===== src/hdl/efc_pkg.sv =====
// ----------------------------------------------------------------------------
// efc_pkg
// Shared types, protocol constants and token tables for the frame classifier.
// ----------------------------------------------------------------------------
package efc_pkg;

    // Default byte count limit, counter saturates here
    localparam int MAX_FRAME_BYTES_DEF = 4095;

    // Field widths
    localparam int BYTE_W  = 8;
    localparam int MAC_W   = 48;
    localparam int ETYPE_W = 16;
    localparam int IP_W    = 32;
    localparam int PORT_W  = 16;
    localparam int LEN_W   = 12;
    localparam int CLASS_W = 3;
    localparam int HDR_W   = 6;
    localparam int PSTART_W = 8;
    localparam int PROG_W  = 4;
    localparam int CFG_DATA_W = 16;
    localparam int CFG_IDX_W  = 1;

    // Configuration register indexes
    localparam logic [CFG_IDX_W-1:0] CFG_HTTP_PORT = 1'b0;
    localparam logic [CFG_IDX_W-1:0] CFG_DNS_PORT  = 1'b1;

    // Configuration reset values
    localparam logic [PORT_W-1:0] HTTP_PORT_RST = 16'd80;
    localparam logic [PORT_W-1:0] DNS_PORT_RST  = 16'd53;

    // Ethertypes and IP protocol numbers
    localparam logic [ETYPE_W-1:0] ETH_ARP  = 16'h0806;
    localparam logic [ETYPE_W-1:0] ETH_IPV4 = 16'h0800;
    localparam logic [7:0] IPP_ICMP = 8'd1;
    localparam logic [7:0] IPP_TCP  = 8'd6;
    localparam logic [7:0] IPP_UDP  = 8'd17;

    // Header offsets and minimum lengths (bytes)
    localparam int ETH_HDR_LEN   = 14;
    localparam int MAC_DST_END   = 6;
    localparam int MAC_SRC_END   = 12;
    localparam int ARP_SPA_LO    = 28;
    localparam int ARP_SPA_HI    = 32;
    localparam int ARP_TPA_LO    = 38;
    localparam int ARP_TPA_HI    = 42;
    localparam int ARP_MIN_LEN   = 42;
    localparam int IP_PROTO_OFS  = 23;
    localparam int IP_SRC_LO     = 26;
    localparam int IP_SRC_HI     = 30;
    localparam int IP_DST_HI     = 34;
    localparam int IP_MIN_HDR    = 20;
    localparam int L4_SHORT_LEN  = 8;
    localparam int TCP_MIN_HDR   = 20;
    localparam int TCP_DOFF_OFS  = 12;
    localparam int LEN_SAT       = 4095;

    // Class codes
    localparam logic [CLASS_W-1:0] CLASS_DROP = 3'd0;
    localparam logic [CLASS_W-1:0] CLASS_ARP  = 3'd1;
    localparam logic [CLASS_W-1:0] CLASS_ICMP = 3'd2;
    localparam logic [CLASS_W-1:0] CLASS_TCP  = 3'd3;
    localparam logic [CLASS_W-1:0] CLASS_UDP  = 3'd4;
    localparam logic [CLASS_W-1:0] CLASS_HTTP = 3'd5;
    localparam logic [CLASS_W-1:0] CLASS_DNS  = 3'd6;

    // HTTP tokens: GET, POST, HTTP/1.1, HTTP/1.0
    localparam int NUM_TOK = 4;
    localparam int TOK_MAX = 8;
    localparam logic [BYTE_W-1:0] TOK_TEXT [NUM_TOK][TOK_MAX] = '{
        '{8'h47, 8'h45, 8'h54, 8'h00, 8'h00, 8'h00, 8'h00, 8'h00},
        '{8'h50, 8'h4F, 8'h53, 8'h54, 8'h00, 8'h00, 8'h00, 8'h00},
        '{8'h48, 8'h54, 8'h54, 8'h50, 8'h2F, 8'h31, 8'h2E, 8'h31},
        '{8'h48, 8'h54, 8'h54, 8'h50, 8'h2F, 8'h31, 8'h2E, 8'h30}
    };
    localparam logic [PROG_W-1:0] TOK_LEN [NUM_TOK] = '{4'd3, 4'd4, 4'd8, 4'd8};

    // Header fields of one finished frame, handed to the classifier
    typedef struct packed {
        logic [MAC_W-1:0]    dest_mac;
        logic [MAC_W-1:0]    source_mac;
        logic [ETYPE_W-1:0]  type_field;
        logic [HDR_W-1:0]    ip_hdr_bytes;
        logic [7:0]          ip_protocol;
        logic [IP_W-1:0]     src_addr;
        logic [IP_W-1:0]     dst_addr;
        logic [PORT_W-1:0]   src_port;
        logic [PORT_W-1:0]   dst_port;
        logic [PSTART_W-1:0] payload_start;
        logic                token_found;
    } frame_info_t;

endpackage


===== src/hdl/efc_byte_if.sv =====
// ----------------------------------------------------------------------------
// efc_byte_if
// Byte stream channel: one frame byte and an end-of-frame mark per beat.
// ----------------------------------------------------------------------------
interface efc_byte_if;
    logic                          valid;
    logic                          ready;
    logic [efc_pkg::BYTE_W-1:0]    frame_byte;
    logic                          last_byte;

    modport source (output valid, output frame_byte, output last_byte, input ready);
    modport sink   (input valid, input frame_byte, input last_byte, output ready);
endinterface


===== src/hdl/efc_result_if.sv =====
// ----------------------------------------------------------------------------
// efc_result_if
// Result channel: one classification beat per frame.
// ----------------------------------------------------------------------------
interface efc_result_if;
    logic                          valid;
    logic                          ready;
    logic [efc_pkg::CLASS_W-1:0]   pkt_class;
    logic [efc_pkg::MAC_W-1:0]     dest_mac;
    logic [efc_pkg::MAC_W-1:0]     source_mac;
    logic [efc_pkg::ETYPE_W-1:0]   type_field;
    logic [efc_pkg::IP_W-1:0]      source_ip;
    logic [efc_pkg::IP_W-1:0]      dest_ip;
    logic [efc_pkg::LEN_W-1:0]     frame_length;
    logic [efc_pkg::LEN_W-1:0]     app_length;

    modport source (output valid, output pkt_class, output dest_mac, output source_mac,
                    output type_field, output source_ip, output dest_ip,
                    output frame_length, output app_length, input ready);
    modport sink   (input valid, input pkt_class, input dest_mac, input source_mac,
                    input type_field, input source_ip, input dest_ip,
                    input frame_length, input app_length, output ready);
endinterface


===== src/hdl/efc_token_search.sv =====
// ----------------------------------------------------------------------------
// efc_token_search
// Four parallel byte matchers looking for HTTP method/version tokens in the
// TCP payload, stopping at the first zero byte.
// ----------------------------------------------------------------------------
module efc_token_search
(
    input  logic                       clk,
    input  logic                       rst_n,
    input  logic                       search_en,
    input  logic                       frame_end,
    input  logic [efc_pkg::BYTE_W-1:0] data,
    output logic                       found_now
);

    logic [efc_pkg::PROG_W-1:0] prog_reg  [efc_pkg::NUM_TOK];
    logic [efc_pkg::PROG_W-1:0] prog_next [efc_pkg::NUM_TOK];
    logic                       zero_seen_reg;
    logic                       zero_seen_next;
    logic                       found_reg;
    logic                       found_next;
    logic                       scan;
    logic [efc_pkg::NUM_TOK-1:0] hit;

    assign scan = search_en && !zero_seen_reg;

    // Per-token progress update
    always_comb
    begin
        for (int k = 0; k < efc_pkg::NUM_TOK; k++)
        begin
            hit[k]       = 1'b0;
            prog_next[k] = prog_reg[k];
            if (scan && (data != '0))
            begin
                if ((prog_reg[k] < efc_pkg::TOK_LEN[k]) &&
                    (data == efc_pkg::TOK_TEXT[k][prog_reg[k][2:0]]))
                begin
                    if ((prog_reg[k] + 4'd1) >= efc_pkg::TOK_LEN[k])
                    begin
                        hit[k]       = 1'b1;
                        prog_next[k] = '0;
                    end
                    else
                    begin
                        prog_next[k] = prog_reg[k] + 4'd1;
                    end
                end
                else if (data == efc_pkg::TOK_TEXT[k][0])
                begin
                    prog_next[k] = 4'd1;
                end
                else
                begin
                    prog_next[k] = '0;
                end
            end
        end
    end

    assign found_now      = found_reg || (|hit);
    assign zero_seen_next = zero_seen_reg || (scan && (data == '0));
    assign found_next     = found_now;

    // Matcher state, cleared at every frame end
    always_ff @(posedge clk or negedge rst_n)
    begin
        if (!rst_n)
        begin
            for (int k = 0; k < efc_pkg::NUM_TOK; k++)
            begin
                prog_reg[k] <= '0;
            end
            zero_seen_reg <= 1'b0;
            found_reg     <= 1'b0;
        end
        else if (frame_end)
        begin
            for (int k = 0; k < efc_pkg::NUM_TOK; k++)
            begin
                prog_reg[k] <= '0;
            end
            zero_seen_reg <= 1'b0;
            found_reg     <= 1'b0;
        end
        else
        begin
            for (int k = 0; k < efc_pkg::NUM_TOK; k++)
            begin
                prog_reg[k] <= prog_next[k];
            end
            zero_seen_reg <= zero_seen_next;
            found_reg     <= found_next;
        end
    end

endmodule


===== src/hdl/efc_field_capture.sv =====
// ----------------------------------------------------------------------------
// efc_field_capture
// Input register, byte counter and header field capture. On the last byte
// the updated fields are latched into a frame snapshot for the classifier.
// ----------------------------------------------------------------------------
module efc_field_capture
#(
    parameter int MAX_FRAME_BYTES = efc_pkg::MAX_FRAME_BYTES_DEF,
    localparam int CW = $clog2(MAX_FRAME_BYTES + 1)
)
(
    input  logic                  clk,
    input  logic                  rst_n,
    efc_byte_if.sink              byte_in,
    input  logic                  snap_ready,
    output logic                  snap_valid,
    output efc_pkg::frame_info_t  snap_info,
    output logic [CW-1:0]         snap_len
);

    // Compare width: wide enough for the count and header offsets
    localparam int XW = (CW > 12) ? CW : 13;

    // Input register
    logic                       in_valid_reg;
    logic                       in_valid_next;
    logic [efc_pkg::BYTE_W-1:0] in_byte_reg;
    logic                       in_last_reg;
    logic                       consume;
    logic                       snap_room;

    // Per-frame header state
    logic [CW-1:0]                count_reg,  count_next;
    logic [efc_pkg::MAC_W-1:0]    mac0_reg,   mac0_next;
    logic [efc_pkg::MAC_W-1:0]    mac1_reg,   mac1_next;
    logic [efc_pkg::ETYPE_W-1:0]  ether_reg,  ether_next;
    logic [efc_pkg::HDR_W-1:0]    hdr_reg,    hdr_next;
    logic [7:0]                   proto_reg,  proto_next;
    logic [efc_pkg::IP_W-1:0]     addr0_reg,  addr0_next;
    logic [efc_pkg::IP_W-1:0]     addr1_reg,  addr1_next;
    logic [efc_pkg::PORT_W-1:0]   port0_reg,  port0_next;
    logic [efc_pkg::PORT_W-1:0]   port1_reg,  port1_next;
    logic [efc_pkg::PSTART_W-1:0] pstart_reg, pstart_next;

    // Snapshot register
    logic                 snap_valid_reg;
    logic                 snap_valid_next;
    efc_pkg::frame_info_t snap_info_reg;
    logic [CW-1:0]        snap_len_reg;

    logic          active;
    logic          frame_end;
    logic          search_en;
    logic          found_now;
    logic [XW-1:0] idx;
    logic [XW-1:0] l4_ofs;
    logic [XW-1:0] pstart_x;
    logic          is_arp;
    logic          is_ip;
    logic          ip_ok;
    logic [efc_pkg::BYTE_W-1:0] b;

    // Handshake: non-final bytes always drain, the final one needs snapshot room
    assign snap_room     = !snap_valid_reg || snap_ready;
    assign consume       = in_valid_reg && (!in_last_reg || snap_room);
    assign byte_in.ready = !in_valid_reg || consume;
    assign in_valid_next = (byte_in.valid && byte_in.ready) ? 1'b1 :
                           (consume ? 1'b0 : in_valid_reg);

    assign b         = in_byte_reg;
    assign frame_end = consume && in_last_reg;
    assign active    = consume && (count_reg < CW'(MAX_FRAME_BYTES));
    assign idx       = XW'(count_reg);
    assign l4_ofs    = XW'(efc_pkg::ETH_HDR_LEN) + XW'(hdr_reg);
    assign pstart_x  = XW'(pstart_reg);
    assign is_arp    = (ether_reg == efc_pkg::ETH_ARP);
    assign is_ip     = (ether_reg == efc_pkg::ETH_IPV4);
    assign ip_ok     = (idx > XW'(efc_pkg::ETH_HDR_LEN)) &&
                       (hdr_reg >= efc_pkg::HDR_W'(efc_pkg::IP_MIN_HDR));

    // Payload scan window for TCP
    assign search_en = active && (idx >= XW'(efc_pkg::ETH_HDR_LEN)) && is_ip && ip_ok &&
                       (proto_reg == efc_pkg::IPP_TCP) &&
                       (idx > l4_ofs + XW'(efc_pkg::TCP_DOFF_OFS)) &&
                       (pstart_x >= l4_ofs + XW'(efc_pkg::TCP_MIN_HDR)) &&
                       (idx >= pstart_x);

    // Field capture by byte position
    always_comb
    begin
        count_next  = count_reg;
        mac0_next   = mac0_reg;
        mac1_next   = mac1_reg;
        ether_next  = ether_reg;
        hdr_next    = hdr_reg;
        proto_next  = proto_reg;
        addr0_next  = addr0_reg;
        addr1_next  = addr1_reg;
        port0_next  = port0_reg;
        port1_next  = port1_reg;
        pstart_next = pstart_reg;
        if (active)
        begin
            count_next = count_reg + CW'(1);
            if (idx < XW'(efc_pkg::MAC_DST_END))
            begin
                mac0_next = {mac0_reg[efc_pkg::MAC_W-9:0], b};
            end
            else if (idx < XW'(efc_pkg::MAC_SRC_END))
            begin
                mac1_next = {mac1_reg[efc_pkg::MAC_W-9:0], b};
            end
            else if (idx < XW'(efc_pkg::ETH_HDR_LEN))
            begin
                ether_next = {ether_reg[7:0], b};
            end
            else if (is_arp)
            begin
                if ((idx >= XW'(efc_pkg::ARP_SPA_LO)) && (idx < XW'(efc_pkg::ARP_SPA_HI)))
                begin
                    addr0_next = {addr0_reg[efc_pkg::IP_W-9:0], b};
                end
                else if ((idx >= XW'(efc_pkg::ARP_TPA_LO)) &&
                         (idx < XW'(efc_pkg::ARP_TPA_HI)))
                begin
                    addr1_next = {addr1_reg[efc_pkg::IP_W-9:0], b};
                end
            end
            else if (is_ip)
            begin
                // IPv4 header fields
                if (idx == XW'(efc_pkg::ETH_HDR_LEN))
                begin
                    hdr_next = {b[3:0], 2'b00};
                end
                else if (idx == XW'(efc_pkg::IP_PROTO_OFS))
                begin
                    proto_next = b;
                end
                else if ((idx >= XW'(efc_pkg::IP_SRC_LO)) && (idx < XW'(efc_pkg::IP_SRC_HI)))
                begin
                    addr0_next = {addr0_reg[efc_pkg::IP_W-9:0], b};
                end
                else if ((idx >= XW'(efc_pkg::IP_SRC_HI)) && (idx < XW'(efc_pkg::IP_DST_HI)))
                begin
                    addr1_next = {addr1_reg[efc_pkg::IP_W-9:0], b};
                end
                // Transport header fields
                if (ip_ok)
                begin
                    if ((idx >= l4_ofs) && (idx < l4_ofs + XW'(2)))
                    begin
                        port0_next = {port0_reg[7:0], b};
                    end
                    else if ((idx >= l4_ofs + XW'(2)) && (idx < l4_ofs + XW'(4)))
                    begin
                        port1_next = {port1_reg[7:0], b};
                    end
                    else if ((idx == l4_ofs + XW'(efc_pkg::TCP_DOFF_OFS)) &&
                             (proto_reg == efc_pkg::IPP_TCP))
                    begin
                        pstart_next = efc_pkg::PSTART_W'(l4_ofs) +
                                      {2'b00, b[7:4], 2'b00};
                    end
                end
            end
        end
    end

    efc_token_search u_token_search
    (
        .clk       (clk),
        .rst_n     (rst_n),
        .search_en (search_en),
        .frame_end (frame_end),
        .data      (b),
        .found_now (found_now)
    );

    assign snap_valid_next = frame_end ? 1'b1 : (snap_ready ? 1'b0 : snap_valid_reg);

    // Input register
    always_ff @(posedge clk or negedge rst_n)
    begin
        if (!rst_n)
        begin
            in_valid_reg <= 1'b0;
        end
        else
        begin
            in_valid_reg <= in_valid_next;
        end
    end

    always_ff @(posedge clk)
    begin
        if (byte_in.valid && byte_in.ready)
        begin
            in_byte_reg <= byte_in.frame_byte;
            in_last_reg <= byte_in.last_byte;
        end
    end

    // Header state, cleared once the frame is handed over
    always_ff @(posedge clk or negedge rst_n)
    begin
        if (!rst_n)
        begin
            count_reg  <= '0;
            mac0_reg   <= '0;
            mac1_reg   <= '0;
            ether_reg  <= '0;
            hdr_reg    <= '0;
            proto_reg  <= '0;
            addr0_reg  <= '0;
            addr1_reg  <= '0;
            port0_reg  <= '0;
            port1_reg  <= '0;
            pstart_reg <= '0;
        end
        else if (frame_end)
        begin
            count_reg  <= '0;
            mac0_reg   <= '0;
            mac1_reg   <= '0;
            ether_reg  <= '0;
            hdr_reg    <= '0;
            proto_reg  <= '0;
            addr0_reg  <= '0;
            addr1_reg  <= '0;
            port0_reg  <= '0;
            port1_reg  <= '0;
            pstart_reg <= '0;
        end
        else
        begin
            count_reg  <= count_next;
            mac0_reg   <= mac0_next;
            mac1_reg   <= mac1_next;
            ether_reg  <= ether_next;
            hdr_reg    <= hdr_next;
            proto_reg  <= proto_next;
            addr0_reg  <= addr0_next;
            addr1_reg  <= addr1_next;
            port0_reg  <= port0_next;
            port1_reg  <= port1_next;
            pstart_reg <= pstart_next;
        end
    end

    // Frame snapshot
    always_ff @(posedge clk or negedge rst_n)
    begin
        if (!rst_n)
        begin
            snap_valid_reg <= 1'b0;
        end
        else
        begin
            snap_valid_reg <= snap_valid_next;
        end
    end

    always_ff @(posedge clk)
    begin
        if (frame_end)
        begin
            snap_len_reg                <= count_next;
            snap_info_reg.dest_mac      <= mac0_next;
            snap_info_reg.source_mac    <= mac1_next;
            snap_info_reg.type_field    <= ether_next;
            snap_info_reg.ip_hdr_bytes  <= hdr_next;
            snap_info_reg.ip_protocol   <= proto_next;
            snap_info_reg.src_addr      <= addr0_next;
            snap_info_reg.dst_addr      <= addr1_next;
            snap_info_reg.src_port      <= port0_next;
            snap_info_reg.dst_port      <= port1_next;
            snap_info_reg.payload_start <= pstart_next;
            snap_info_reg.token_found   <= found_now;
        end
    end

    assign snap_valid = snap_valid_reg;
    assign snap_info  = snap_info_reg;
    assign snap_len   = snap_len_reg;

endmodule


===== src/hdl/efc_classifier.sv =====
// ----------------------------------------------------------------------------
// efc_classifier
// Decides the frame class from the snapshot and holds the result beat.
// ----------------------------------------------------------------------------
module efc_classifier
#(
    parameter int MAX_FRAME_BYTES = efc_pkg::MAX_FRAME_BYTES_DEF,
    localparam int CW = $clog2(MAX_FRAME_BYTES + 1)
)
(
    input  logic                        clk,
    input  logic                        rst_n,
    input  logic                        snap_valid,
    input  efc_pkg::frame_info_t        snap_info,
    input  logic [CW-1:0]               snap_len,
    output logic                        snap_ready,
    input  logic [efc_pkg::PORT_W-1:0]  http_port,
    input  logic [efc_pkg::PORT_W-1:0]  dns_port,
    efc_result_if.source                result_out
);

    localparam int XW = (CW > 12) ? CW : 13;

    logic [XW-1:0] len_x;
    logic [XW-1:0] l4_ofs;
    logic [XW-1:0] pstart_x;
    logic [XW-1:0] app_x;
    logic [XW-1:0] app_diff;
    logic          ip_ok;
    logic          http_hit;
    logic          dns_hit;
    logic [efc_pkg::CLASS_W-1:0] cls;
    logic          load;

    // Result register
    logic                         res_valid_reg;
    logic                         res_valid_next;
    logic [efc_pkg::CLASS_W-1:0]  class_reg;
    logic [efc_pkg::MAC_W-1:0]    dmac_reg;
    logic [efc_pkg::MAC_W-1:0]    smac_reg;
    logic [efc_pkg::ETYPE_W-1:0]  etype_reg;
    logic [efc_pkg::IP_W-1:0]     sip_reg;
    logic [efc_pkg::IP_W-1:0]     dip_reg;
    logic [efc_pkg::LEN_W-1:0]    flen_reg;
    logic [efc_pkg::LEN_W-1:0]    alen_reg;

    assign snap_ready = !res_valid_reg || result_out.ready;
    assign load       = snap_valid && snap_ready;

    assign len_x    = XW'(snap_len);
    assign l4_ofs   = XW'(efc_pkg::ETH_HDR_LEN) + XW'(snap_info.ip_hdr_bytes);
    assign pstart_x = XW'(snap_info.payload_start);
    assign app_diff = len_x - pstart_x;
    assign ip_ok    = (len_x > XW'(efc_pkg::ETH_HDR_LEN)) &&
                      (snap_info.type_field == efc_pkg::ETH_IPV4) &&
                      (snap_info.ip_hdr_bytes >= efc_pkg::HDR_W'(efc_pkg::IP_MIN_HDR));
    assign http_hit = (snap_info.src_port == http_port) || (snap_info.dst_port == http_port);
    assign dns_hit  = (snap_info.src_port == dns_port) || (snap_info.dst_port == dns_port);

    // Class decision
    always_comb
    begin
        cls   = efc_pkg::CLASS_DROP;
        app_x = '0;
        if ((len_x >= XW'(efc_pkg::ETH_HDR_LEN)) && (snap_info.type_field == efc_pkg::ETH_ARP))
        begin
            if (len_x >= XW'(efc_pkg::ARP_MIN_LEN))
            begin
                cls = efc_pkg::CLASS_ARP;
            end
        end
        else if (ip_ok)
        begin
            case (snap_info.ip_protocol)
                efc_pkg::IPP_ICMP:
                begin
                    if (len_x >= l4_ofs + XW'(efc_pkg::L4_SHORT_LEN))
                    begin
                        cls = efc_pkg::CLASS_ICMP;
                    end
                end
                efc_pkg::IPP_UDP:
                begin
                    if (len_x >= l4_ofs + XW'(efc_pkg::L4_SHORT_LEN))
                    begin
                        cls = dns_hit ? efc_pkg::CLASS_DNS : efc_pkg::CLASS_UDP;
                    end
                end
                efc_pkg::IPP_TCP:
                begin
                    if ((len_x >= l4_ofs + XW'(efc_pkg::TCP_MIN_HDR)) &&
                        (pstart_x >= l4_ofs + XW'(efc_pkg::TCP_MIN_HDR)))
                    begin
                        cls = efc_pkg::CLASS_TCP;
                        if (http_hit && snap_info.token_found && (len_x >= pstart_x))
                        begin
                            cls   = efc_pkg::CLASS_HTTP;
                            app_x = app_diff;
                        end
                    end
                end
                default:
                begin
                    cls = efc_pkg::CLASS_DROP;
                end
            endcase
        end
    end

    assign res_valid_next = load ? 1'b1 : (result_out.ready ? 1'b0 : res_valid_reg);

    always_ff @(posedge clk or negedge rst_n)
    begin
        if (!rst_n)
        begin
            res_valid_reg <= 1'b0;
        end
        else
        begin
            res_valid_reg <= res_valid_next;
        end
    end

    // Result payload, held while the beat waits
    always_ff @(posedge clk)
    begin
        if (load)
        begin
            class_reg <= cls;
            dmac_reg  <= snap_info.dest_mac;
            smac_reg  <= snap_info.source_mac;
            etype_reg <= snap_info.type_field;
            sip_reg   <= (cls != efc_pkg::CLASS_DROP) ? snap_info.src_addr : '0;
            dip_reg   <= (cls != efc_pkg::CLASS_DROP) ? snap_info.dst_addr : '0;
            flen_reg  <= (len_x > XW'(efc_pkg::LEN_SAT)) ? efc_pkg::LEN_W'(efc_pkg::LEN_SAT)
                                                         : len_x[efc_pkg::LEN_W-1:0];
            alen_reg  <= (app_x > XW'(efc_pkg::LEN_SAT)) ? efc_pkg::LEN_W'(efc_pkg::LEN_SAT)
                                                         : app_x[efc_pkg::LEN_W-1:0];
        end
    end

    assign result_out.valid        = res_valid_reg;
    assign result_out.pkt_class    = class_reg;
    assign result_out.dest_mac     = dmac_reg;
    assign result_out.source_mac   = smac_reg;
    assign result_out.type_field   = etype_reg;
    assign result_out.source_ip    = sip_reg;
    assign result_out.dest_ip      = dip_reg;
    assign result_out.frame_length = flen_reg;
    assign result_out.app_length   = alen_reg;

endmodule


===== src/hdl/ethernet_frame_classifier_core.sv =====
// ----------------------------------------------------------------------------
// ethernet_frame_classifier_core
// Byte-wide Ethernet/ARP/IPv4 header parser with TCP/UDP/HTTP/DNS classing.
// ----------------------------------------------------------------------------
// Takes one frame byte per cycle while not stalled, with no gaps needed
// between frames, and gives one result beat per frame. A frame's final byte
// passes through the input register and the frame snapshot before the result
// register is loaded. Per-byte header capture and the four HTTP token
// matchers sit between the input register and the snapshot; the class
// decision sits in front of the result register. Input stalls only when the
// final byte of a frame finds the snapshot full and the result register full
// and not taken. The HTTP and DNS port registers are written through
// cfg_we/cfg_index/cfg_data and must be changed only while no frame is in
// flight. Frames longer than MAX_FRAME_BYTES stop being parsed at that
// count; reported lengths saturate at 4095.
module ethernet_frame_classifier_core
#(
    parameter int MAX_FRAME_BYTES = efc_pkg::MAX_FRAME_BYTES_DEF
)
(
    input  logic                           clk,
    input  logic                           rst_n,
    input  logic                           cfg_we,
    input  logic [efc_pkg::CFG_IDX_W-1:0]  cfg_index,
    input  logic [efc_pkg::CFG_DATA_W-1:0] cfg_data,
    efc_byte_if.sink                       byte_in,
    efc_result_if.source                   result_out
);

    localparam int CW = $clog2(MAX_FRAME_BYTES + 1);

    logic [efc_pkg::PORT_W-1:0] http_port_reg;
    logic [efc_pkg::PORT_W-1:0] dns_port_reg;

    logic                 snap_valid;
    logic                 snap_ready;
    efc_pkg::frame_info_t snap_info;
    logic [CW-1:0]        snap_len;

    // Configuration registers
    always_ff @(posedge clk or negedge rst_n)
    begin
        if (!rst_n)
        begin
            http_port_reg <= efc_pkg::HTTP_PORT_RST;
            dns_port_reg  <= efc_pkg::DNS_PORT_RST;
        end
        else if (cfg_we)
        begin
            case (cfg_index)
                efc_pkg::CFG_HTTP_PORT: http_port_reg <= cfg_data;
                efc_pkg::CFG_DNS_PORT:  dns_port_reg  <= cfg_data;
                default:
                begin
                    http_port_reg <= http_port_reg;
                end
            endcase
        end
    end

    efc_field_capture #(
        .MAX_FRAME_BYTES (MAX_FRAME_BYTES)
    ) u_field_capture (
        .clk        (clk),
        .rst_n      (rst_n),
        .byte_in    (byte_in),
        .snap_ready (snap_ready),
        .snap_valid (snap_valid),
        .snap_info  (snap_info),
        .snap_len   (snap_len)
    );

    efc_classifier #(
        .MAX_FRAME_BYTES (MAX_FRAME_BYTES)
    ) u_classifier (
        .clk        (clk),
        .rst_n      (rst_n),
        .snap_valid (snap_valid),
        .snap_info  (snap_info),
        .snap_len   (snap_len),
        .snap_ready (snap_ready),
        .http_port  (http_port_reg),
        .dns_port   (dns_port_reg),
        .result_out (result_out)
    );

endmodule


===== src/flat_wrapper.sv =====
// flat-port wrapper written by rule: the top's interface ports become plain ports
module ethernet_frame_classifier_core_flat 
#(
    parameter int MAX_FRAME_BYTES = efc_pkg::MAX_FRAME_BYTES_DEF
)
  (clk, rst_n, cfg_we, cfg_index, cfg_data, byte_in_valid, byte_in_frame_byte, byte_in_last_byte, byte_in_ready, result_out_valid, result_out_pkt_class, result_out_dest_mac, result_out_source_mac, result_out_type_field, result_out_source_ip, result_out_dest_ip, result_out_frame_length, result_out_app_length, result_out_ready);
  efc_byte_if byte_in_i ();
  efc_result_if result_out_i ();
  input  logic clk;
  input  logic rst_n;
  input  logic cfg_we;
  input  logic [efc_pkg::CFG_IDX_W-1:0] cfg_index;
  input  logic [efc_pkg::CFG_DATA_W-1:0] cfg_data;
  input wire logic [$bits(byte_in_i.valid)-1:0] byte_in_valid;
  input wire logic [$bits(byte_in_i.frame_byte)-1:0] byte_in_frame_byte;
  input wire logic [$bits(byte_in_i.last_byte)-1:0] byte_in_last_byte;
  output wire logic [$bits(byte_in_i.ready)-1:0] byte_in_ready;
  output wire logic [$bits(result_out_i.valid)-1:0] result_out_valid;
  output wire logic [$bits(result_out_i.pkt_class)-1:0] result_out_pkt_class;
  output wire logic [$bits(result_out_i.dest_mac)-1:0] result_out_dest_mac;
  output wire logic [$bits(result_out_i.source_mac)-1:0] result_out_source_mac;
  output wire logic [$bits(result_out_i.type_field)-1:0] result_out_type_field;
  output wire logic [$bits(result_out_i.source_ip)-1:0] result_out_source_ip;
  output wire logic [$bits(result_out_i.dest_ip)-1:0] result_out_dest_ip;
  output wire logic [$bits(result_out_i.frame_length)-1:0] result_out_frame_length;
  output wire logic [$bits(result_out_i.app_length)-1:0] result_out_app_length;
  input wire logic [$bits(result_out_i.ready)-1:0] result_out_ready;
  assign byte_in_i.valid = byte_in_valid;
  assign byte_in_i.frame_byte = byte_in_frame_byte;
  assign byte_in_i.last_byte = byte_in_last_byte;
  assign byte_in_ready = byte_in_i.ready;
  assign result_out_valid = result_out_i.valid;
  assign result_out_pkt_class = result_out_i.pkt_class;
  assign result_out_dest_mac = result_out_i.dest_mac;
  assign result_out_source_mac = result_out_i.source_mac;
  assign result_out_type_field = result_out_i.type_field;
  assign result_out_source_ip = result_out_i.source_ip;
  assign result_out_dest_ip = result_out_i.dest_ip;
  assign result_out_frame_length = result_out_i.frame_length;
  assign result_out_app_length = result_out_i.app_length;
  assign result_out_i.ready = result_out_ready;
  ethernet_frame_classifier_core #(.MAX_FRAME_BYTES(MAX_FRAME_BYTES)) u_core (.clk(clk), .rst_n(rst_n), .cfg_we(cfg_we), .cfg_index(cfg_index), .cfg_data(cfg_data), .byte_in(byte_in_i), .result_out(result_out_i));
endmodule

===== config.mk =====
export PLATFORM = sky130hd
export DESIGN_NAME = ethernet_frame_classifier_core_flat
export DESIGN_NICKNAME = d
export VERILOG_FILES = /design/src/hdl/efc_pkg.sv /design/src/hdl/efc_byte_if.sv /design/src/hdl/efc_result_if.sv /design/src/hdl/efc_token_search.sv /design/src/hdl/efc_field_capture.sv /design/src/hdl/efc_classifier.sv /design/src/hdl/ethernet_frame_classifier_core.sv /design/src/flat_wrapper.sv
export SDC_FILE = /design/constraint.sdc
export NUM_CORES = 1
export LEC_CHECK = 0
export CELL_PAD_IN_SITES_DETAIL_PLACEMENT = 1
export CELL_PAD_IN_SITES_GLOBAL_PLACEMENT = 2
export CORE_ASPECT_RATIO = 1.4
export CORE_MARGIN = 4
export CORE_UTILIZATION = 30
export CTS_BUF_LIST = sky130_fd_sc_hd__clkbuf_8 sky130_fd_sc_hd__clkbuf_16
export DETAILED_ROUTE_END_ITERATION = 8
export DONT_BUFFER_PORTS = 1
export PLACE_DENSITY_LB_ADDON = 0.1
export SYNTH_ARGS = -nofsm -noshare
export SYNTH_HDL_FRONTEND = slang
export SYNTH_SLANG_ARGS = --single-unit
export TNS_END_PERCENT = 50

===== constraint.sdc =====
create_clock -name clk -period 21.4 [get_ports clk]
set_clock_uncertainty 0.15 [all_clocks]
set_input_delay 1.07 -clock clk [delete_from_list [all_inputs] [get_ports clk]]
set_output_delay 1.07 -clock clk [all_outputs]
set_load 0.02 [all_outputs]

# Yosys cells after proc, flatten, opt, wreduce, memory -nomap -nowiden

Memories as Yosys holds them, arrays and structs flattened.
Index checks and enable logic that the tools add are counted.

Add/subtract/negate cells: 15
Eq/ne operators: 22
Multiplexer cells: 143
Reduce and logical (&&, ||, !) cells: 56
$lt $le $gt $ge: 44
Bitwise logic cells: 5

Operators with widths:

| kind                 | count |
|---|---|
| $mux 32              | 24 |
| $mux 16              | 25 |
| $mux 48              | 7 |
| $mux 8               | 28 |
| $mux 13              | 5 |
| $eq 16x12->1 const B | 4 |
| $eq 16x16->1         | 4 |
| $ge 12x8->1          | 4 |
| $mux 4               | 12 |
| $mux 6               | 8 |
| $ge 12x5->1 const B  | 3 |
| $lt 12x6->1 const B  | 3 |
| $logic_and 1x1->1    | 33 |
| $eq 8x8->1           | 4 |
| $eq 8x7->1 const B   | 3 |
| $ge 12x4->1 const B  | 2 |
| $ge 12x6->1 const B  | 2 |
| $ge 4x4->1 const B   | 6 |
| $gt 12x4->1 const B  | 2 |
| $lt 12x4->1 const B  | 2 |
| $mux 1               | 24 |
| $mux 12              | 2 |
| $add 4x1->4 const B  | 4 |
| $add 7x4->8 const B  | 2 |
| 43 further kinds     | 72 |

ROM bits: 256
Register bits after elaboration: 750
Word-level logic and storage cells: 333
Output and inout port bits: 205
Bits of input ports: 31
Memories: 4

Memory list:

| memory          | words | width | rd ports | clocked after memory_dff | write ports | RTL line               | RTL |
|---|---|---|---|---|---|---|---|
| (no name shown) | 8     | 8     | 1        | 0                        | 0           | efc_token_search.sv:37 | `(data == efc_pkg::TOK_TEXT[k][prog_reg[k][2:0]]))` |
| (no name shown) | 8     | 8     | 1        | 0                        | 0           | efc_token_search.sv:37 |  |
| (no name shown) | 8     | 8     | 1        | 0                        | 0           | efc_token_search.sv:37 |  |
| (no name shown) | 8     | 8     | 1        | 0                        | 0           | efc_token_search.sv:37 |  |

# Depth between registers and ports, before layout

Gate-level depths: netlist of the first run.

Depth in word-level cells: 19
Mapped depth: 19
Gate-level depth less buffers: 16

# By module

From an unflattened synthesis of the first run, not the netlist that was laid out.

Cells, all modules: 2223
Area total of the unflattened synthesis: 32381.1 µm²

By module, submodules not included:

| module                         | instances | area an instance (µm²) | cells an instance | seq. area each (µm²) |
|---|---|---|---|---|
| efc_field_capture              | 1         | 20557.2                | 1365              | 13673.1 |
| efc_classifier                 | 1         | 8997.4                 | 605               | 6120.9 |
| efc_token_search               | 1         | 1566.5                 | 184               | 450.4 |
| ethernet_frame_classifier_core | 1         | 1260.0                 | 69                | 808.3 |

# Least setup slack after synthesis of the first run

OpenSTA, ideal clock, no wires.

Path type: input -> register
Start point: in result_out_ready
End point: reg u_core.u_field_capture.snap_info_reg, in the netlist u_core.u_field_capture.snap_info[0] (enable)
Setup time: 0.702 ns
Path slack: 12.186 ns
Stages: 4
Path buffers: 1
Required time: 20.548 ns
Arrival: 8.362 ns
Path through: nand3b_1 -> nand3_1 -> inv_2 -> clkbuf_1

Cells in the longest elaborated chain, start to end: 5

RTL lines:

| what                                       | RTL line                | RTL |
|---|---|---|
| start, declared                            | flat_wrapper.sv:27      | `input wire logic [$bits(result_out_i.ready)-1:0] result_out_ready;` |
| $logic_or 1x1->1                           | efc_classifier.sv:47    | `assign snap_ready = !res_valid_reg \|\| result_out.ready;` |
| $logic_or 1x1->1                           | efc_field_capture.sv:64 | `assign snap_room = !snap_valid_reg \|\| snap_ready;` |
| $logic_or 1x1->1                           | efc_field_capture.sv:65 | `assign consume = in_valid_reg && (!in_last_reg \|\| snap_room);` |
| $logic_and 1x1->1                          | efc_field_capture.sv:65 |  |
| $logic_and 1x1->1                          | efc_field_capture.sv:71 | `assign frame_end = consume && in_last_reg;` |
| named net u_core.u_field_capture.frame_end | efc_field_capture.sv:52 | `logic frame_end;` |
| end, declared                              | efc_field_capture.sv:48 | `efc_pkg::frame_info_t snap_info_reg;` |

The timed path passes the listed nets, and every way through them passes these cells.
A chain may end at the register's enable or synchronous reset.

# Worst setup path after layout of the first run

Start point: reg u_core.u_field_capture.snap_info_reg, in the netlist u_core.u_field_capture.snap_info[114]
End point: reg u_core.u_classifier.sip_reg, in the netlist u_core.u_classifier.result_out.source_ip[1] (data pin)

Cells in the longest elaborated chain, start to end: 9
Elaborated cells on any way between the ends: 16
Classes of those cells: add/sub (3); order compare (4); mux (6); reduce/logical (3)

RTL lines:

| what                                       | RTL line                                   | RTL |
|---|---|---|
| $add 4x6->7                                | efc_classifier.sv:51                       | `assign l4_ofs = XW'(efc_pkg::ETH_HDR_LEN) + XW'(snap_info.ip_hdr_bytes);` |
| $add 7x5->8                                | efc_classifier.sv:91, efc_classifier.sv:92 |  |
| $ge 12x13->1 or $ge 8x8->1 (tied branches) | efc_classifier.sv:91, efc_classifier.sv:92 |  |
| $logic_and 1x1->1                          | efc_classifier.sv:91                       | `if ((len_x >= l4_ofs + XW'(efc_pkg::TCP_MIN_HDR)) &&` |
| $mux 3                                     | efc_classifier.sv:91                       |  |
| $pmux 3 s3                                 | efc_classifier.sv:74                       | `case (snap_info.ip_protocol)` |
| $mux 3 (*)                                 | efc_classifier.sv:72                       | `else if (ip_ok)` |
| $mux 3 (*)                                 | efc_classifier.sv:65                       | `if ((len_x >= XW'(efc_pkg::ETH_HDR_LEN)) && (snap_info.type_field == efc_pkg::ETH_ARP))` |
| $reduce_bool 3->1 (*)                      | efc_classifier.sv:133                      | `sip_reg <= (cls != efc_pkg::CLASS_DROP) ? snap_info.src_addr : '0;` |
| end signal, assigned                       | efc_classifier.sv:133                      |  |
| end, declared                              | efc_classifier.sv:42                       | `logic [efc_pkg::IP_W-1:0] sip_reg;` |

Every way passes the cells marked *; elsewhere a longest branch is shown, timed or not.

==> results_dict.tcl, run 1 <==
set metrics [dict create \
    status "complete, no violations" \
    postSynthCellCount 2254 \
    startpoint_type "flip-flop" \
    slowest_delay_ns 0.93 \
    crit_chain "nor3_1 -> nor2b_1 -> and3_1 -> a21oi_1 -> o21ai_0 -> xor2_1 -> ha_1 -> nand2_1 -> a2111oi_0 -> o21ai_0 -> a2111oi_0 -> o31ai_4 -> buf_4 -> a21boi_0" \
    die_w_um 283.6 \
    synth_area_sq_mm 0.03189 \
    post_cts_resized 0 \
    relSlewSlack 0.1495 \
    grtUsageTotal 0.1538 \
    nets 2383 \
    wl_um 86410 \
    cp_num_buf_inv 1 \
    maxCapViolCount 0 \
    largest_reg_flops 231 \
    ir_drop_v 0.00005963 \
    reg2reg_to "u_core.u_classifier.result_out.source_ip[1]" \
    final-setup-viol-count 0 \
    cts_tree "done" \
    core_region_area_sq_mm 0.1055 \
    yosysSeqAreaShare 0.6602 \
    grt_pass1_vias 19371 \
    synth-edff-count 455 \
    powerDensity_mw_per_mm2 94.33 \
    htreeDepth 3 \
    fin_setup_tns_ns 0 \
    drt_pre_antenna_iters 4 \
    cts_made_buffers 81 \
    grt.met1_usage 0.1852 \
    hp-class "input port to asynchronous set/reset pin" \
    rsz0062_at_grt "false" \
    worst-r2r-cell-count 14 \
    routedWlPerCell_um 23.47 \
    ff2ff_setup_slack_ns 16.36 \
    ys_ff_latch 750 \
    num_vias 17710 \
    synth.area.top_cells "edfxtp_1 43%, dfrtp_1 23%, mux2_2 8.3%" \
    cpMaxStageDelayCell "a2111oi_0" \
    hold_viol_final 0 \
    grt_max_degree 197 \
    avgSynthCellArea_sq_um 14.15 \
    yosys_warnings 0 \
    cts_num_sinks 750 \
    period_needed_ns 5.045 \
    synth_commonest_cells "455 x edfxtp_1, 289 x dfrtp_1, 236 x mux2_2, 206 x and2_1, 101 x nand2_1" \
    yosysTopAreaCell "edfxtp_1" \
    required_ns 21.71 \
    rows 141 \
    drive_above_1_share 0.1821 \
    r2r-start "u_core.u_field_capture.snap_info[114]" \
    use_met2 0.2743 \
    cts_buffer_depth 3 \
    post_cts_buffers 0 \
    grtUsageMet3 0.02614 \
    syn_to_final_growth_pct 13.71 \
    ios 236 \
    gp_congestion 0.8119 \
    synthArstFlopShare 0.3933 \
    dp_hpwl_um 55650 \
    hold_ws_ns 0.1107 \
    yosysMostFrequentCell "edfxtp_1" \
    synth_ff_type "edfxtp_1" \
    yosysUniqueCellTypes 72 \
    cts_root_buf "clkbuf_16" \
    drtIter0Drc 819 \
    path_class "flip-flop to flip-flop" \
    cp.arrival_ns 5.36 \
    yosys.area.top_type_share 0.4285 \
    min_period_over_period 0.2357 \
    drc 0 \
    worst_pin_slew_ns 1.262 \
    cp_top_family "compound AO/OA/AOI/OAI gates" \
    top_usage_layer "met2" \
    grt_remaining_overflow 0 \
    die_h_um 393.8 \
    viasPerCell 4.810 \
    grt_pass1_wl_um 130000 \
    port-buffer-count 0 \
    clock.fmax_ghz 0.1982 \
    drv_slew 0 \
    ant_nets 0 \
    dieArea_sq_mm 0.1117 \
    clock_latency_ns 0.67 \
    start_util 0.3023 \
    antenna_found_initial 9 \
    setup.worst_path.end_class "flip-flop" \
    p_leak_nw 14.59 \
    clk_pin_slew_ns 0.06 \
    crit_fanout 66 \
]
-- what timing repair did --
item | CTS | global route
setup endpoints to repair | 0 | 0
hold buffers | 2 | 0
endpoints found under the hold margin | 196 | 0
-- kinds of logic (layout without fill, tap and decap cells) --
| family | count (synthesis) | count (layout) | share of synthesized area |
|---|---|---|---|
| DFF | 750 | 750 | 0.6602 |
| AOI/OAI and AO/OA | 280 | 280 | 0.05709 |
| xor gates and xnor gates | 119 | 119 | 0.03268 |
| buffers and inverters | 183 | 250 | 0.02213 |
| adders and majority gates | 96 | 96 | 0.03814 |
| other | 1 | 4 | 0.0001176 |
| muxes | 254 | 254 | 0.08899 |
| and+or+nand+nor | 571 | 571 | 0.1007 |
-- how the worst max path moves through the flow --
stage / from / to / slack, ns / cells past startpoint
6_report: u_core.u_field_capture.snap_info[114] / u_core.u_classifier.result_out.source_ip[1] / 16.36 / 14
2_1_floorplan: result_out_ready / u_core.u_field_capture.snap_info[0] / 12.19 / 4
3_5_place_dp: result_out_ready / u_core.u_field_capture.mac0_reg[25] / 16.36 / 8
3_3_place_gp: result_out_ready / u_core.u_field_capture.mac0_reg[8] / 16.41 / 8
5_1_grt: u_core.u_field_capture.snap_info[114] / u_core.u_classifier.result_out.source_ip[5] / 15.93 / 14
4_1_cts: u_core.u_field_capture.hdr_reg[1] / u_core.u_field_capture.snap_info[8] / 16.40 / 14
-- cell type report --
class                           instances  area (sq um)
Timing Repair Buffer                   34         315.3
Clock inverter                         51         421.7
Sequential cell                       750         21050
Clock buffer                           99          2320
Inverter                               66         255.2
Tap cell                             1358          1699
Multi-Input combinational cell       1323         10190
Antenna cell                            1         2.502
Fill cell                           10903         69240
-- worst reg2reg max path, stage by stage, from the launching register on --
cell and delay [ns]:
edfxtp_1 0.50, nor3_1 0.65, nor2b_1 0.16, and3_1 0.24, a21oi_1 0.17, o21ai_0 0.14
xor2_1 0.19, ha_1 0.35, nand2_1 0.05, a2111oi_0 0.40, o21ai_0 0.18, a2111oi_0 0.93
o31ai_4 0.05, buf_4 0.31, a21boi_0 0.38
-- report_power, final --
part           internal (mW)  total [mW]  leakage, nW  switching [mW]
clock                  0.813        1.42         1.41           0.607
combinational         0.0996       0.259         4.87           0.160
sequential              1.65        1.74         8.31          0.0957
total                   2.56        3.42         14.6           0.862
-- layer usage --
metal / share of wire / wire length (um) / vias to the layer above
li1: - / - / 8166
met5: 0.00030 / 26 / -
met2: 0.52 / 44510 / 321
met1: 0.42 / 35980 / 9084
met3: 0.036 / 3086 / 135
met4: 0.032 / 2796 / 4
-- stage by stage --
step                      area (sq um)  instances  worst slack (ns)  power (mW)  utilization
after CTS                        36230       3680             16.40       3.495       0.3434
after floorplan                  31900       2256             12.19       1.932            -
final                            36260       3682             16.36       3.421       0.3437
after global routing             36260       3681             15.93       3.583       0.3437
after detailed placement         33430       3528             16.36       2.027       0.3169
after global placement           33430       3528             16.41       2.020       0.3169
-- cells in the final DEF (no fill, tap or decap), types with 5 or more instances in the layout --
master / Yosys / final
xor2_1: 83 / 83
a2111oi_0: 6 / 6
edfxtp_1: 455 / 455
a211oi_1: 9 / 8
clkbuf_16: 0 / 85
or4_1: 10 / 10
o21a_1: 8 / 8
buf_4: 0 / 31
ha_1: 94 / 94
nor2b_1: 21 / 20
nor4_1: 33 / 33
dfstp_2: 6 / 6
a31oi_1: 7 / 7
inv_6: 0 / 6
clkinv_2: 0 / 11
clkbuf_8: 0 / 14
and3_1: 15 / 14
nand2_1: 101 / 101
inv_1: 64 / 82
clkinv_1: 1 / 6
nand4_1: 18 / 18
dfrtp_1: 289 / 289
nand3_1: 50 / 49
a21oi_1: 73 / 73
or2_2: 6 / 6
o21ai_0: 57 / 56
nor3_1: 23 / 23
a21o_1: 8 / 8
and2_1: 206 / 205
nand2b_1: 16 / 16
mux2i_1: 18 / 18
xnor2_1: 36 / 36
nand3b_1: 5 / 5
o211ai_1: 7 / 7
mux2_2: 236 / 236
a21boi_0: 66 / 66
nor2_1: 44 / 43
(Power assumes the default switching activity.)
==> run 2: changes to the inputs <==
--- a/config.mk
+++ b/config.mk
@@ -5,6 +5,7 @@
 export SDC_FILE = /design/constraint.sdc
 export NUM_CORES = 1
 export LEC_CHECK = 0
+export ABC_AREA = 1
 export CELL_PAD_IN_SITES_DETAIL_PLACEMENT = 1
 export CELL_PAD_IN_SITES_GLOBAL_PLACEMENT = 2
 export CORE_ASPECT_RATIO = 1.4
==> constraint.sdc (replaced) <==
create_clock -name clk -period 4.1 [get_ports clk]
set_clock_uncertainty 0.15 [all_clocks]
set_input_delay 0.205 -clock clk [delete_from_list [all_inputs] [get_ports clk]]
set_output_delay 0.205 -clock clk [all_outputs]
set_load 0.02 [all_outputs]
==> run 2 against run 1 <==
  * The flow now finishes with violations (hold timing, slew limit)
  * Critical path depth grew 4
  * Routed wire length grew 8.0%
  * Total power grew to 5.3 times the previous value
  * Sequential power grew to 5.3 times the previous value
  * Global-route usage grew 0.90 points
  * Fmax grew 33%
  * Cell count grew 28%
  * Combinational power grew to 5.4 times the previous value
  * Register-to-register slack lost 16 ns
  * Critical path type unchanged
  * Largest power group unchanged
==> results_dict.tcl, run 2 <==
set metrics [dict create \
    synth_area_sq_mm 0.03285 \
    path_class "flip-flop to flip-flop" \
    ir_drop_v 0.0003213 \
    crit_path_frequent_cell "inv_1" \
    clock_latency_ns 0.66 \
    syn_to_final_growth_pct 14.77 \
    wl_um 93340 \
    worst-r2r-cell-count 18 \
    cts_num_sinks 750 \
    setup.worst_path.end_class "flip-flop" \
    fin_setup_tns_ns 0 \
    cp_top_family "simple AND/OR/NAND/NOR gates" \
    hp-class "input port to asynchronous set/reset pin" \
    grtUsageTotal 0.1628 \
    dp_hpwl_um 63520 \
    ys_ff_latch 750 \
    layout_commonest_cell "nand2_1" \
    htreeDepth 3 \
    nets 3327 \
    final_cell_mix "729 x nand2_1, 483 x inv_1, 455 x edfxtp_1" \
    clock.fmax_ghz 0.2636 \
    setup_ws_ns 0.3067 \
    yosys_warnings 0 \
    maxCapViolCount 0 \
    placedCellCount 4529 \
    drc 0 \
    clk_pin_slew_ns 0.07 \
    powerDensity_mw_per_mm2 478.8 \
    synthArstFlopShare 0.3933 \
    yosysMostFrequentCell "nand2_1" \
    cts_tree "done" \
    drv_slew 62 \
    cp_num_buf_inv 7 \
    startpoint_type "flip-flop" \
    violations "hold timing, slew limit" \
    synth_commonest_cells "731 x nand2_1, 466 x inv_1, 455 x edfxtp_1, 289 x dfrtp_1, 216 x nor2_1" \
    worst_pin_slew_ns 1.621 \
    avgSynthCellArea_sq_um 10.45 \
    status "finished with violations" \
    synth.area.top_cells "edfxtp_1 42%, dfrtp_1 22%, nand2_1 8.4%" \
    yosysSeqAreaShare 0.6409 \
    final-setup-viol-count 0 \
    dieArea_sq_mm 0.1149 \
    min_period_over_period 0.9252 \
    gp_congestion 0.8276 \
    cts_root_buf "clkbuf_16" \
    drive_above_1_share 0.08752 \
    drt_pre_antenna_iters 5 \
    antenna_found_initial 5 \
    synth_ff_type "edfxtp_1" \
    hold_ws_ns -0.8732 \
    report.power.total_mw 18.05 \
    drtIter0Drc 1057 \
    ios 236 \
    die_h_um 399.5 \
    grt_max_degree 296 \
    required_ns 4.35 \
    postSynthCellCount 3144 \
    core_region_area_sq_mm 0.1086 \
    grt_pass1_vias 23602 \
    grt_remaining_overflow 0 \
    routedWlPerCell_um 19.77 \
    rsz0062_at_grt "false" \
    slowest_delay_ns 0.44 \
    largest_reg_flops 231 \
    ant_nets 0 \
    hold_buffers 34 \
    reg2reg_to "u_core.u_field_capture.snap_info[5]" \
    port-buffer-count 0 \
    viasPerCell 4.576 \
    hold_viol_final 295 \
    ff2ff_setup_slack_ns 0.31 \
    num_vias 21603 \
    period_needed_ns 3.793 \
    die_w_um 287.7 \
    start_util 0.3025 \
    relSlewSlack -0.08091 \
    r2r-start "u_core.u_field_capture.hdr_reg[1]" \
    fin_util 0.3472 \
    yosys.area.top_type_share 0.4159 \
    synth-edff-count 455 \
    yosysUniqueCellTypes 64 \
    rows 143 \
    cp.arrival_ns 4.04 \
    cts_buffer_depth 3 \
    p_leak_nw 17.66 \
    yosysTopAreaCell "edfxtp_1" \
    grt_pass1_wl_um 143100 \
    final_cells 4721 \
    cpMaxStageDelayCell "nor4_4" \
    crit_start "u_core.u_field_capture.hdr_reg[1]" \
    crit_chain "clkinv_1 -> ha_1 -> inv_1 -> nor2_1 -> nor2_2 -> buf_4 -> ha_1 -> inv_1 -> xor2_1 -> ha_1 -> inv_1 -> nor2_1 -> nand4_1 -> buf_4 -> nor4_4 -> nand4_4 -> o21ai_1 -> inv_1" \
    place_ws_ns -0.06272 \
    crit_fanout 10 \
    cts_made_buffers 82 \
]
==> run 2: area by class of cell <==
| class | instances | area (sq um) |
|---|---|---|
| repair buffers | 84 | 828.3 |
| multi-input cells | 1805 | 9495 |
| clock inverters | 64 | 568.0 |
| well taps | 1450 | 1814 |
| inverters | 477 | 1800 |
| clock buffers | 88 | 2135 |
| fillers | 12064 | 70900 |
| diodes | 3 | 7.507 |
| flip-flops and latches | 750 | 21060 |
==> run 2: per-stage QoR <==
step,hold WS [ns],instance area [sq um]
final,-0.8732,37700
after global routing,-0.9258,37700
after CTS,-0.9350,37640
after detailed placement,-0.2039,34590
after global placement,-0.2019,34590
after floorplan,-0.2406,32870
==> run 2: worst max path at each step <==
stage,to,depth (start not counted),slack (ns)
6_report,u_core.u_field_capture.snap_info[5],18,0.31
5_1_grt,u_core.u_classifier.result_out.dest_ip[15],18,0.05
4_1_cts,u_core.u_field_capture.snap_info[5],19,0.06
3_5_place_dp,u_core.u_field_capture.snap_info[7],19,-0.06
3_3_place_gp,u_core.u_field_capture.snap_info[7],19,0.09
2_1_floorplan,u_core.u_classifier.result_out.app_length[0],3,-0.03
==> run 2: routing by layer <==
metal / track usage / part of all wire / vias up
li1: - / - / 10412
met1: 0.1908 / 0.41 / 10733
met2: 0.2942 / 0.52 / 322
met3: 0.03202 / 0.040 / 134
met4: 0.05951 / 0.032 / 2
met5: 0 / 0.00014 / -
==> run 2: timing repair <==
action | CTS | global route
gates resized for setup | 1 | 8
hold endpoints to repair | 348 | 295
buffers inserted | 0 | 2
endpoints found under the setup margin | 2 | 118
pin swaps | 0 | 1
cloned | 0 | 1
==> run 2: cell families (layout without fill, tap and decap cells) <==
group,count (synthesis),after routing,synth area share
other,1,6,0.0001142
flip-flops,750,750,0.6409
AO/OA/AOI/OAI,393,393,0.06448
AND/OR/NAND/NOR,1232,1233,0.1628
XOR/XNOR,79,79,0.02163
multiplexers,1,1,0.0003428
buffers and inverters,592,713,0.07279
adder cells (fa/ha/maj),96,96,0.03702
==> run 2: where the power goes <==
part / leakage [nW] / internal (mW) / switching (mW)
logic: 7.90 / 0.448 / 0.955
clock network: 1.37 / 4.19 / 3.22
registers: 8.40 / 8.71 / 0.535
total: 17.7 / 13.3 / 4.71
